File: src/design/pdird_pkg.sv
// ----------------------------------------------------------------------------
// pdird_pkg
// Shared types, constants and helpers of the pulse-distance IR decoder.
// ----------------------------------------------------------------------------
package pdird_pkg;

   localparam int DUR_W = 16;
   localparam int CMD_W = 8;
   localparam int CSR_IDX_W = 3;
   localparam int CSR_DATA_W = 16;

   typedef enum logic [CSR_IDX_W-1:0] {
      CSR_HDR_SPACE_MIN  = 3'd0,
      CSR_HDR_SPACE_MAX  = 3'd1,
      CSR_BIT_MARK_MIN   = 3'd2,
      CSR_BIT_MARK_MAX   = 3'd3,
      CSR_ONE_SPACE_MIN  = 3'd4,
      CSR_ONE_SPACE_MAX  = 3'd5,
      CSR_ZERO_SPACE_MIN = 3'd6,
      CSR_ZERO_SPACE_MAX = 3'd7
   } pdird_csr_index_type;

   localparam logic [DUR_W-1:0] RST_HDR_SPACE_MIN  = 16'd53;
   localparam logic [DUR_W-1:0] RST_HDR_SPACE_MAX  = 16'd89;
   localparam logic [DUR_W-1:0] RST_BIT_MARK_MIN   = 16'd13;
   localparam logic [DUR_W-1:0] RST_BIT_MARK_MAX   = 16'd23;
   localparam logic [DUR_W-1:0] RST_ONE_SPACE_MIN  = 16'd51;
   localparam logic [DUR_W-1:0] RST_ONE_SPACE_MAX  = 16'd87;
   localparam logic [DUR_W-1:0] RST_ZERO_SPACE_MIN = 16'd12;
   localparam logic [DUR_W-1:0] RST_ZERO_SPACE_MAX = 16'd22;

   localparam logic [CMD_W-1:0] SHIFT_RESET = 8'd1;

   typedef struct packed {
      logic [DUR_W-1:0] hdr_space_min;
      logic [DUR_W-1:0] hdr_space_max;
      logic [DUR_W-1:0] bit_mark_min;
      logic [DUR_W-1:0] bit_mark_max;
      logic [DUR_W-1:0] one_space_min;
      logic [DUR_W-1:0] one_space_max;
      logic [DUR_W-1:0] zero_space_min;
      logic [DUR_W-1:0] zero_space_max;
   } pdird_windows_type;

   typedef struct packed {
      logic [DUR_W-1:0] duration;
      logic             frame_start;
      logic             frame_end;
   } pdird_item_type;

   function automatic logic in_window(input logic [DUR_W-1:0] d,
                                      input logic [DUR_W-1:0] lo,
                                      input logic [DUR_W-1:0] hi);
      return (d >= lo) && (d <= hi);
   endfunction

endpackage

File: src/design/pdird_csr.sv
// ----------------------------------------------------------------------------
// pdird_csr
// Timing window registers, written through a plain write port.
// ----------------------------------------------------------------------------
module pdird_csr
   import pdird_pkg::*;
(
   input  logic                  clock,
   input  logic                  reset,
   input  logic                  csr_we,
   input  logic [CSR_IDX_W-1:0]  csr_index,
   input  logic [CSR_DATA_W-1:0] csr_wdata,
   output pdird_windows_type     windows
);

   pdird_windows_type win_ff;
   pdird_windows_type win_in;

   always_comb begin
      win_in = win_ff;
      if (csr_we) begin
         case (pdird_csr_index_type'(csr_index))
            CSR_HDR_SPACE_MIN:  win_in.hdr_space_min  = csr_wdata;
            CSR_HDR_SPACE_MAX:  win_in.hdr_space_max  = csr_wdata;
            CSR_BIT_MARK_MIN:   win_in.bit_mark_min   = csr_wdata;
            CSR_BIT_MARK_MAX:   win_in.bit_mark_max   = csr_wdata;
            CSR_ONE_SPACE_MIN:  win_in.one_space_min  = csr_wdata;
            CSR_ONE_SPACE_MAX:  win_in.one_space_max  = csr_wdata;
            CSR_ZERO_SPACE_MIN: win_in.zero_space_min = csr_wdata;
            CSR_ZERO_SPACE_MAX: win_in.zero_space_max = csr_wdata;
            default:            win_in = win_ff;
         endcase
      end
   end

   always_ff @(posedge clock) begin
      if (reset) begin
         win_ff.hdr_space_min  <= RST_HDR_SPACE_MIN;
         win_ff.hdr_space_max  <= RST_HDR_SPACE_MAX;
         win_ff.bit_mark_min   <= RST_BIT_MARK_MIN;
         win_ff.bit_mark_max   <= RST_BIT_MARK_MAX;
         win_ff.one_space_min  <= RST_ONE_SPACE_MIN;
         win_ff.one_space_max  <= RST_ONE_SPACE_MAX;
         win_ff.zero_space_min <= RST_ZERO_SPACE_MIN;
         win_ff.zero_space_max <= RST_ZERO_SPACE_MAX;
      end else begin
         win_ff <= win_in;
      end
   end

   assign windows = win_ff;

endmodule

File: src/design/pdird_input_stage.sv
// ----------------------------------------------------------------------------
// pdird_input_stage
// Input register that holds one accepted item until the decoder takes it.
// ----------------------------------------------------------------------------
module pdird_input_stage
   import pdird_pkg::*;
(
   input  logic             clock,
   input  logic             reset,
   input  logic             req_valid,
   output logic             req_stall,
   input  logic [DUR_W-1:0] req_duration,
   input  logic             req_frame_start,
   input  logic             req_frame_end,
   input  logic             advance,
   output logic             item_valid,
   output pdird_item_type   item
);

   logic           valid_ff;
   logic           valid_in;
   pdird_item_type item_ff;
   logic           accept;

   assign req_stall = valid_ff && !advance;
   assign accept    = req_valid && !req_stall;

   always_comb begin
      if (accept) begin
         valid_in = 1'b1;
      end else if (advance) begin
         valid_in = 1'b0;
      end else begin
         valid_in = valid_ff;
      end
   end

   always_ff @(posedge clock) begin
      if (reset) begin
         valid_ff <= 1'b0;
      end else begin
         valid_ff <= valid_in;
      end
   end

   always_ff @(posedge clock) begin
      if (accept) begin
         item_ff.duration    <= req_duration;
         item_ff.frame_start <= req_frame_start;
         item_ff.frame_end   <= req_frame_end;
      end
   end

   assign item_valid = valid_ff;
   assign item       = item_ff;

endmodule

File: src/design/pdird_core.sv
// ----------------------------------------------------------------------------
// pdird_core
// Frame state, window checks, bit shifting and the result register.
// ----------------------------------------------------------------------------
module pdird_core
   import pdird_pkg::*;
#(
   parameter int NUM_BITS = 8
)
(
   input  logic              clock,
   input  logic              reset,
   input  logic              item_valid,
   input  pdird_item_type    item,
   input  pdird_windows_type windows,
   output logic              advance,
   output logic              rsp_valid,
   input  logic              rsp_stall,
   output logic              rsp_decoded_ok,
   output logic [CMD_W-1:0]  rsp_command
);

   localparam int FRAME_MIN = 2 * NUM_BITS + 2;
   localparam int CNT_W     = $clog2(FRAME_MIN + 1);
   localparam logic [CNT_W-1:0] CNT_FRAME_MIN = CNT_W'(FRAME_MIN);
   localparam logic [CNT_W-1:0] CNT_LAST_CHK  = CNT_W'(2 * NUM_BITS);
   localparam logic [CNT_W-1:0] CNT_HDR_SPACE = CNT_W'(2);
   localparam logic [CNT_W-1:0] CNT_FIRST_BIT = CNT_W'(3);

   logic [CNT_W-1:0] cnt_ff, cnt_in;
   logic [CMD_W-1:0] shift_ff, shift_in;
   logic             err_ff, err_in;
   logic             out_valid_ff, out_valid_in;
   logic             out_ok_ff;
   logic [CMD_W-1:0] out_cmd_ff;

   logic [CNT_W-1:0] cnt_cur;
   logic [CMD_W-1:0] shift_cur, shift_new;
   logic             err_cur, err_new;
   logic [CNT_W-1:0] cnt_new;
   logic             ok_new;
   logic             out_free;
   logic             emit;

   assign out_free = !out_valid_ff || !rsp_stall;
   assign advance  = item_valid && (!item.frame_end || out_free);
   assign emit     = advance && item.frame_end;

   always_comb begin
      cnt_cur   = item.frame_start ? '0 : cnt_ff;
      shift_cur = item.frame_start ? SHIFT_RESET : shift_ff;
      err_cur   = item.frame_start ? 1'b0 : err_ff;
      shift_new = shift_cur;
      err_new   = err_cur;
      if (cnt_cur == CNT_HDR_SPACE) begin
         if (!in_window(item.duration, windows.hdr_space_min, windows.hdr_space_max)) begin
            err_new = 1'b1;
         end
      end else if (cnt_cur inside {[CNT_FIRST_BIT:CNT_LAST_CHK]}) begin
         if (cnt_cur[0]) begin
            if (!in_window(item.duration, windows.bit_mark_min, windows.bit_mark_max)) begin
               err_new = 1'b1;
            end
         end else if (in_window(item.duration, windows.one_space_min,
                                windows.one_space_max)) begin
            shift_new = {shift_cur[CMD_W-2:0], 1'b1};
         end else if (in_window(item.duration, windows.zero_space_min,
                                windows.zero_space_max)) begin
            shift_new = {shift_cur[CMD_W-2:0], 1'b0};
         end else begin
            err_new = 1'b1;
         end
      end
      cnt_new = (cnt_cur < CNT_FRAME_MIN) ? cnt_cur + CNT_W'(1) : cnt_cur;
      ok_new  = !err_new && (cnt_new >= CNT_FRAME_MIN);
   end

   always_comb begin
      cnt_in   = cnt_ff;
      shift_in = shift_ff;
      err_in   = err_ff;
      if (advance) begin
         if (item.frame_end) begin
            cnt_in   = '0;
            shift_in = SHIFT_RESET;
            err_in   = 1'b0;
         end else begin
            cnt_in   = cnt_new;
            shift_in = shift_new;
            err_in   = err_new;
         end
      end
   end

   always_comb begin
      if (emit) begin
         out_valid_in = 1'b1;
      end else if (!rsp_stall) begin
         out_valid_in = 1'b0;
      end else begin
         out_valid_in = out_valid_ff;
      end
   end

   always_ff @(posedge clock) begin
      if (reset) begin
         cnt_ff       <= '0;
         shift_ff     <= SHIFT_RESET;
         err_ff       <= 1'b0;
         out_valid_ff <= 1'b0;
      end else begin
         cnt_ff       <= cnt_in;
         shift_ff     <= shift_in;
         err_ff       <= err_in;
         out_valid_ff <= out_valid_in;
      end
   end

   always_ff @(posedge clock) begin
      if (emit) begin
         out_ok_ff  <= ok_new;
         out_cmd_ff <= ok_new ? shift_new : '0;
      end
   end

   assign rsp_valid      = out_valid_ff;
   assign rsp_decoded_ok = out_ok_ff;
   assign rsp_command    = out_cmd_ff;

endmodule

File: src/design/pulse_distance_ir_decoder_top.sv
// A frame's last item passes the input register and then sets the result register.
// Throughput: one item per cycle, set by the input register feeding the decoder;
// while a result waits to be taken, only a frame's last item is held at the input.
// Synchronous reset clears the frame state and restores the default windows.
// ----------------------------------------------------------------------------
// pulse_distance_ir_decoder_top
// Decodes pulse-distance IR frames from captured mark and space durations.
// ----------------------------------------------------------------------------
module pulse_distance_ir_decoder_top
   import pdird_pkg::*;
#(
   parameter int NUM_BITS = 8
)
(
   input  logic                  clock,
   input  logic                  reset,
   input  logic                  req_valid,
   output logic                  req_stall,
   input  logic [DUR_W-1:0]      req_duration,
   input  logic                  req_frame_start,
   input  logic                  req_frame_end,
   output logic                  rsp_valid,
   input  logic                  rsp_stall,
   output logic                  rsp_decoded_ok,
   output logic [CMD_W-1:0]      rsp_command,
   input  logic                  csr_we,
   input  logic [CSR_IDX_W-1:0]  csr_index,
   input  logic [CSR_DATA_W-1:0] csr_wdata
);

   pdird_windows_type windows;
   pdird_item_type    item;
   logic              item_valid;
   logic              advance;

   pdird_csr u_csr (
      .clock     (clock),
      .reset     (reset),
      .csr_we    (csr_we),
      .csr_index (csr_index),
      .csr_wdata (csr_wdata),
      .windows   (windows)
   );

   pdird_input_stage u_input (
      .clock           (clock),
      .reset           (reset),
      .req_valid       (req_valid),
      .req_stall       (req_stall),
      .req_duration    (req_duration),
      .req_frame_start (req_frame_start),
      .req_frame_end   (req_frame_end),
      .advance         (advance),
      .item_valid      (item_valid),
      .item            (item)
   );

   pdird_core #(
      .NUM_BITS (NUM_BITS)
   ) u_core (
      .clock          (clock),
      .reset          (reset),
      .item_valid     (item_valid),
      .item           (item),
      .windows        (windows),
      .advance        (advance),
      .rsp_valid      (rsp_valid),
      .rsp_stall      (rsp_stall),
      .rsp_decoded_ok (rsp_decoded_ok),
      .rsp_command    (rsp_command)
   );

endmodule

File: config.mk
export PLATFORM = sky130hd
export DESIGN_NAME = pulse_distance_ir_decoder_top
export DESIGN_NICKNAME = d
export VERILOG_FILES = /design/src/design/pdird_pkg.sv /design/src/design/pdird_csr.sv /design/src/design/pdird_input_stage.sv /design/src/design/pdird_core.sv /design/src/design/pulse_distance_ir_decoder_top.sv
export SDC_FILE = /design/constraint.sdc
export NUM_CORES = 1
export LEC_CHECK = 0
export ABC_AREA = 0
export BUFFER_PORTS_ARGS = -buffer_cell sky130_fd_sc_hd__buf_2
export CAP_MARGIN = 40
export CORE_AREA = 2 2 159 114
export DETAILED_ROUTE_END_ITERATION = 16
export DIE_AREA = 0 0 161 116
export PLACE_DENSITY = 0.76
export SLEW_MARGIN = 20
export SYNTH_ARGS = -nofsm -noshare
export SYNTH_HDL_FRONTEND = slang
export SYNTH_SLANG_ARGS = --single-unit
export TNS_END_PERCENT = 5
File: constraint.sdc
create_clock -name clock -period 2.6 [get_ports clock]
set_clock_uncertainty 0.15 [all_clocks]
set_input_delay 0.13 -clock clock [delete_from_list [all_inputs] [get_ports clock]]
set_output_delay 0.13 -clock clock [all_outputs]
set_load 0.01 [all_outputs]
# Word-level counts from Yosys, hierarchy flattened
# Index checks and enable logic that the tools add are counted.
# Widths: inputs -> output; s select.
[classes] n_addsub=1 magnitude_cmp=12 n_eq_ne=9 muxes=23 reduce_logical=28
[ops] op="$ge 16x16->1" n=4
[ops] op="$le 16x16->1" n=4
[ops] op="$mux 8" n=7
[ops] op="$reduce_and 2->1" n=8
[ops] op="$mux 5" n=3
[ops] op="$mux 1" n=13
[ops] op="$eq 3x3->1 const B" n=4
[ops] op="$logic_and 1x1->1" n=10
[ops] op="$eq 3x2->1 const B" n=2
[ops] op="$logic_not 1->1" n=6
[ops] op="$add 5x1->5 const B" n=1
[ops] op="$eq 5x2->1 const B" n=1
[ops] op="$ge 5x2->1 const B" n=1
[ops] op="$ge 5x5->1 const B" n=1
[ops] op="$le 5x5->1 const B" n=1
[ops] op="$lt 5x5->1 const B" n=1
[ops] op="$eq 3x1->1 const B" n=1
[ops] op="$logic_not 3->1" n=1
[ops] op="$logic_or 1x1->1" n=2
[ops] op="$ne 2x1->1 const B" n=1
[ops] op="$reduce_bool 2->1" n=1
[totals] regBits=171 in_bits=42 out_inout_bits=11 word_cells=91

# Longest topological paths before layout
[logic_depth] depth_word=9 depth_mapped=14 depth_no_buf=12

# By module
# Synthesis repeated with hierarchy kept, for this count alone.
[unflattened] cells_unflattened=1045 area_unflattened_um2=10000.8
[by_module_without_submodules] module="pdird_csr" n_inst=1 cells_per_inst=460 area_per_inst_um2=5012.3
[by_module_without_submodules] module="pdird_core" n_inst=1 cells_per_inst=563 area_per_inst_um2=4398.0
[by_module_without_submodules] module="pdird_input_stage" n_inst=1 cells_per_inst=22 area_per_inst_um2=590.6

# Worst setup path before layout
# OpenSTA, ideal clock, no wires.
[synth_timing] path_kind="reg2reg" startpoint="reg u_input.item_ff, in the netlist u_input.item[12]" endpoint="reg u_core.out_cmd_ff[7] (netlist: u_core.rsp_command[7]) (data pin)" setup_ns=0.127 arrival_time_ns=2.538 required_ns=2.323 slack_ns=-0.215 path_stages_with_launch=9 period_less_slack_ns=2.815 cell_sequence="edfxtp_1 -> ha_1 -> nand4_1 -> or4_1 -> a22o_2 -> and2_0 -> a221o_1 -> buf_6 -> o21ba_4"
[synth_between] elab_chain_len=9 elab_cells_between_ends=26 classes_between="8 x order compare; 12 x mux; 6 x reduce/logical"
[synth_rtl] item="start, declared" line="pdird_input_stage.sv:22" source="pdird_item_type item_ff;"
[synth_rtl] item="$ge 16x16->1 / $le 16x16->1 (equally long branches)" line="pdird_pkg.sv:54" source="return (d >= lo) && (d <= hi);"
[synth_rtl] item="$logic_and 1x1->1" line="pdird_pkg.sv:54"
[synth_rtl] item="$mux 1" line="pdird_core.sv:67" source="end else if (in_window(item.duration, windows.zero_space_min,"
[synth_rtl] item="$mux 1" line="pdird_core.sv:64" source="end else if (in_window(item.duration, windows.one_space_min,"
[synth_rtl] item="$mux 1" line="pdird_core.sv:60" source="if (cnt_cur[0]) begin"
[synth_rtl] item="$mux 1" line="pdird_core.sv:59" source="end else if (cnt_cur inside {[CNT_FIRST_BIT:CNT_LAST_CHK]}) begin"
[synth_rtl] item="$mux 1" line="pdird_core.sv:55" source="if (cnt_cur == CNT_HDR_SPACE) begin"
[synth_rtl] item="$logic_not 1->1" line="pdird_core.sv:75" source="ok_new = !err_new && (cnt_new >= CNT_FRAME_MIN);"
[synth_rtl] item="$logic_and 1x1->1" line="pdird_core.sv:75"
[synth_rtl] item="end signal, assigned" line="pdird_core.sv:122" source="out_cmd_ff <= ok_new ? shift_new : '0;"
[synth_rtl] item="end, declared" line="pdird_core.sv:35" source="logic [CMD_W-1:0] out_cmd_ff;"
# Several ways; a longest one is shown, not always the timed one.
# A chain may end at the register's enable or synchronous reset.

# Worst setup path after layout
[layout_timing] startpoint="reg u_input.item_ff, in the netlist u_input.item[5]" endpoint="reg u_core.out_cmd_ff[2] (netlist: u_core.rsp_command[2]) (data pin)"
# Same word-level chain as after synthesis.

==> impl_metrics.env <==
export IMPL_grt_met1_usage=0.416
export IMPL_tightest_slew_ns=0.829
export IMPL_die_x_um=161
export IMPL_report_final_slew_viol_count=0
export IMPL_syn_avg_cell_area_um2=8.20
export IMPL_clockBufferDepth=2
export IMPL_finalSetupTns_ns=-6.69
export IMPL_cp_slowest_cell="or4_4"
export IMPL_numCtsBuffers=17
export IMPL_slew_headroom=0.448
export IMPL_setup_viol=18
export IMPL_irDropWorstVdd_mv=0.417
export IMPL_hold_viol_final=0
export IMPL_r2r_slack_ns=-0.48
export IMPL_cap_viol_max_count=0
export IMPL_min_path_type="input pin to flop"
export IMPL_cp_required_ns=2.64
export IMPL_portBuffers=52
export IMPL_insertion_delay_ns=0.44
export IMPL_fin_nets=1490
export IMPL_wl_um=28800
export IMPL_start_util=0.556
export IMPL_failed_checks="setup timing"
export IMPL_p_total_w=0.00622
export IMPL_core_area_um2=17000
export IMPL_grt_pass1_vias=8776
export IMPL_path_clk_slew_ns=0.07
export IMPL_leakagePower_nw=4.83
export IMPL_routabilityCongestion=0.953
export IMPL_synth_seq_area_share=0.391
export IMPL_final_util=0.714
export IMPL_drtAntennaViolNets=0
export IMPL_yosys_warnings=0
export IMPL_diodes=0
export IMPL_grt_antenna_before_repair=0
export IMPL_cts_tree="done"
export IMPL_grt_pass1_wl_um=44400
export IMPL_period_share=1.19
export IMPL_final_cell_area_um2=12100
export IMPL_grt_total_usage=0.304
export IMPL_ys_types=64
export IMPL_synth_edff_count=27
export IMPL_drc_errors=0
export IMPL_hold_depth=4
export IMPL_rsz0062_at_grt="yes"
export IMPL_syn_area_um2=9460
export IMPL_grt_overflow=0
export IMPL_path_max_fanout=13
export IMPL_routedWlPerCell_um=18.4
export IMPL_ff2ff_path_depth=10
export IMPL_status="complete, but fails checks"
export IMPL_rows=40
export IMPL_cp_end_kind="flop"
export IMPL_dp_hpwl_um=19100
export IMPL_min_from="csr_index[0]"
export IMPL_drt_iter0_markers=998
export IMPL_syn_num_nets=1325
export IMPL_vias=9044
export IMPL_timing_critical_path_slowest_cell_delay_ns=0.55
export IMPL_drive_gt1_frac=0.202
export IMPL_dp_cells=1472
export IMPL_root_buffer="clkbuf_16"
export IMPL_fp_dieH_um=116
export IMPL_synth_seq_cells=171
export IMPL_grt_use_met3=0.0562
export IMPL_layout_setup_ws_ns=-0.481
export IMPL_viasPerCell=5.79
export IMPL_io_pins=53
export IMPL_drtPass1Iterations=6
export IMPL_synthArstFlopShare=0
export IMPL_grtUsageMet2=0.484
export IMPL_fin_crit_ns=3.08
export IMPL_power_density_nw_per_um2=512
export IMPL_area_delta_synth_final_pct=28.4
export IMPL_min_to="u_csr.windows[51]$_SDFFE_PP0P_"
export IMPL_crit_chain="buf_4 -> buf_4 -> ha_4 -> nand4_1 -> or4_4 -> a22o_4 -> a21oi_4 -> buf_12 -> mux2i_4 -> nor2_4"
export IMPL_maxClockFrequency_mhz=325
export IMPL_r2r_start="u_input.item[5]$_DFFE_PP_"
export IMPL_fin_cells=1562
export IMPL_crit_top_cell="buf_4"
export IMPL_critPathLaunchType="flop"
export IMPL_crit_type="flop to flop"
export IMPL_crit_arrival_ns=3.12
export IMPL_die_area_um2=18700
export IMPL_reg2reg_to="u_core.rsp_command[2]$_SDFFCE_PN0P_"
export IMPL_grt_max_degree=71
export IMPL_place_area_um2=10500
export IMPL_h_tree_depth=4
export IMPL_top_usage_layer="met2"
export IMPL_synthCells=1153
export IMPL_cts_sinks=171
export IMPL_synth_main_ff_cell="dfxtp_1"
worst max-delay path by stage:
stage	startpoint	endpoint	slack, ns	depth (start not counted)
2_1_floorplan	u_input.item[9]$_DFFE_PP_	u_core.rsp_command[7]$_SDFFCE_PN0P_	-0.14	8
3_3_place_gp	u_input.item[7]$_DFFE_PP_	u_core.rsp_command[4]$_SDFFCE_PN0P_	-0.49	10
3_5_place_dp	u_input.item[4]$_DFFE_PP_	u_core.rsp_command[2]$_SDFFCE_PN0P_	-0.54	10
4_1_cts	u_input.item[3]$_DFFE_PP_	u_core.rsp_command[1]$_SDFFCE_PN0P_	-0.39	11
5_1_grt	u_input.item[11]$_DFFE_PP_	u_core.rsp_command[0]$_SDFFCE_PN0P_	-0.57	11
6_report	u_input.item[5]$_DFFE_PP_	u_core.rsp_command[2]$_SDFFCE_PN0P_	-0.48	10
timing repair:
action | 4_1_cts | 5_1_grt
setup buffers | 7 | 11
setup endpoints to repair | 18 | 18
hold endpoints to repair | 152 | 0
gates resized for setup | 43 | 49
hold buffers | 40 | 0
gates cloned | 0 | 0
pin swaps | 27 | 29
where the power goes:
| part | leakage, nW | switching, W | internal (W) |
|---|---|---|---|
| sequential | 1.44 | 0.0000387 | 0.00275 |
| combinational | 3.12 | 0.000526 | 0.000410 |
| clock | 0.268 | 0.00113 | 0.00136 |
| total | 4.83 | 0.00170 | 0.00452 |
critical path: cells and delay by family, from the launching register on:
family          cells  cell delay, ns
buf+inv             3            0.50
flops               1            0.49
simple gates        3            0.69
fa+ha+maj           1            0.25
compound gates      2            0.49
mux                 1            0.25
Yosys cell counts, types with 6 or more instances:
| cell | n | area (um^2) |
|---|---|---|
| clkbuf_2 | 16 | 80.1 |
| nand4_1 | 22 | 138 |
| nand3_1 | 22 | 110 |
| a211oi_1 | 7 | 52.6 |
| o31ai_1 | 7 | 52.6 |
| nand2_1 | 267 | 1000 |
| a21o_1 | 6 | 45.0 |
| a21oi_1 | 144 | 721 |
| o211ai_1 | 31 | 233 |
| nand2b_1 | 7 | 43.8 |
| edfxtp_1 | 27 | 811 |
| clkbuf_1 | 35 | 131 |
| nor2_1 | 34 | 128 |
| nor3_1 | 9 | 45.0 |
| ha_1 | 130 | 1630 |
| dfxtp_1 | 144 | 2880 |
| a32o_1 | 6 | 60.1 |
| o21ai_0 | 20 | 100 |
| nor2b_1 | 9 | 56.3 |
| inv_1 | 136 | 510 |
registers in the layout, summed over array words and instances, names as in the netlist:
| signal | count |
|---|---|
| u_core.rsp_valid | 1 |
| u_core.rsp_command | 8 |
| u_core.err_ff | 1 |
| u_core.rsp_decoded_ok | 1 |
| u_input.item | 18 |
| u_input.item_valid | 1 |
| u_core.shift_ff | 8 |
| u_core.cnt_ff | 5 |
| u_csr.windows | 128 |
cell usage in the layout (no fill, tap or decap), types with 3 or more instances in the layout:
cell type	n
nor2b_1	8
inv_1	135
nor3_2	3
nor2_1	30
dlygate4sd3_1	40
a32o_1	6
nand2b_1	7
o211ai_1	31
ha_1	105
edfxtp_1	27
o21ai_2	3
a211oi_1	4
nor2_2	3
nor4_1	3
and4_1	3
a2111oi_2	3
a21boi_0	3
nand3_1	22
a21o_1	6
buf_6	17
o31ai_1	5
a22oi_1	3
ha_4	24
o21ai_0	15
buf_4	94
nand4_1	22
mux2i_1	3
a221oi_2	4
clkinvlp_4	3
a21oi_1	139
nand2_1	266
a21oi_2	4
dfxtp_1	144
o21ai_1	3
nor3_1	6
inv_6	3
clkbuf_16	17
buf_2	51
cell type report:
type	count	area, um^2
multi-input cells	788	5520
fillers	1210	4870
flip-flops and latches	171	3690
repair buffers	203	1570
inverters	137	514
clock buffers	20	447
well taps	231	289
clock inverters	12	114
kinds of logic (layout without fill, tap and decap cells):
group / Yosys count / in the layout / synth area share
AOI/OAI and AO/OA: 258 / 258 / 0.169
xor gates and xnor gates: 1 / 1 / 0.000926
adders and majority gates: 130 / 130 / 0.172
buffers and inverters: 194 / 372 / 0.0820
DFF: 171 / 171 / 0.391
muxes: 5 / 5 / 0.00529
and+or+nand+nor: 394 / 394 / 0.180
per-layer routing:
metal  vias to the layer above  share of wire
met5                         -              0
li1                       4263              -
met2                       483           0.44
met3                        84          0.096
met4                         0          0.030
met1                      4214           0.44
through the flow:
step / hold slack (ns) / setup slack, ns
global placement: 0.156 / -0.487
detailed placement: 0.159 / -0.543
floorplan: 0.0789 / -0.138
CTS: 0.00225 / -0.386
finish: 0.0171 / -0.481
global route: 0.0661 / -0.566
Note: power is estimated with default switching activity, not from simulation.
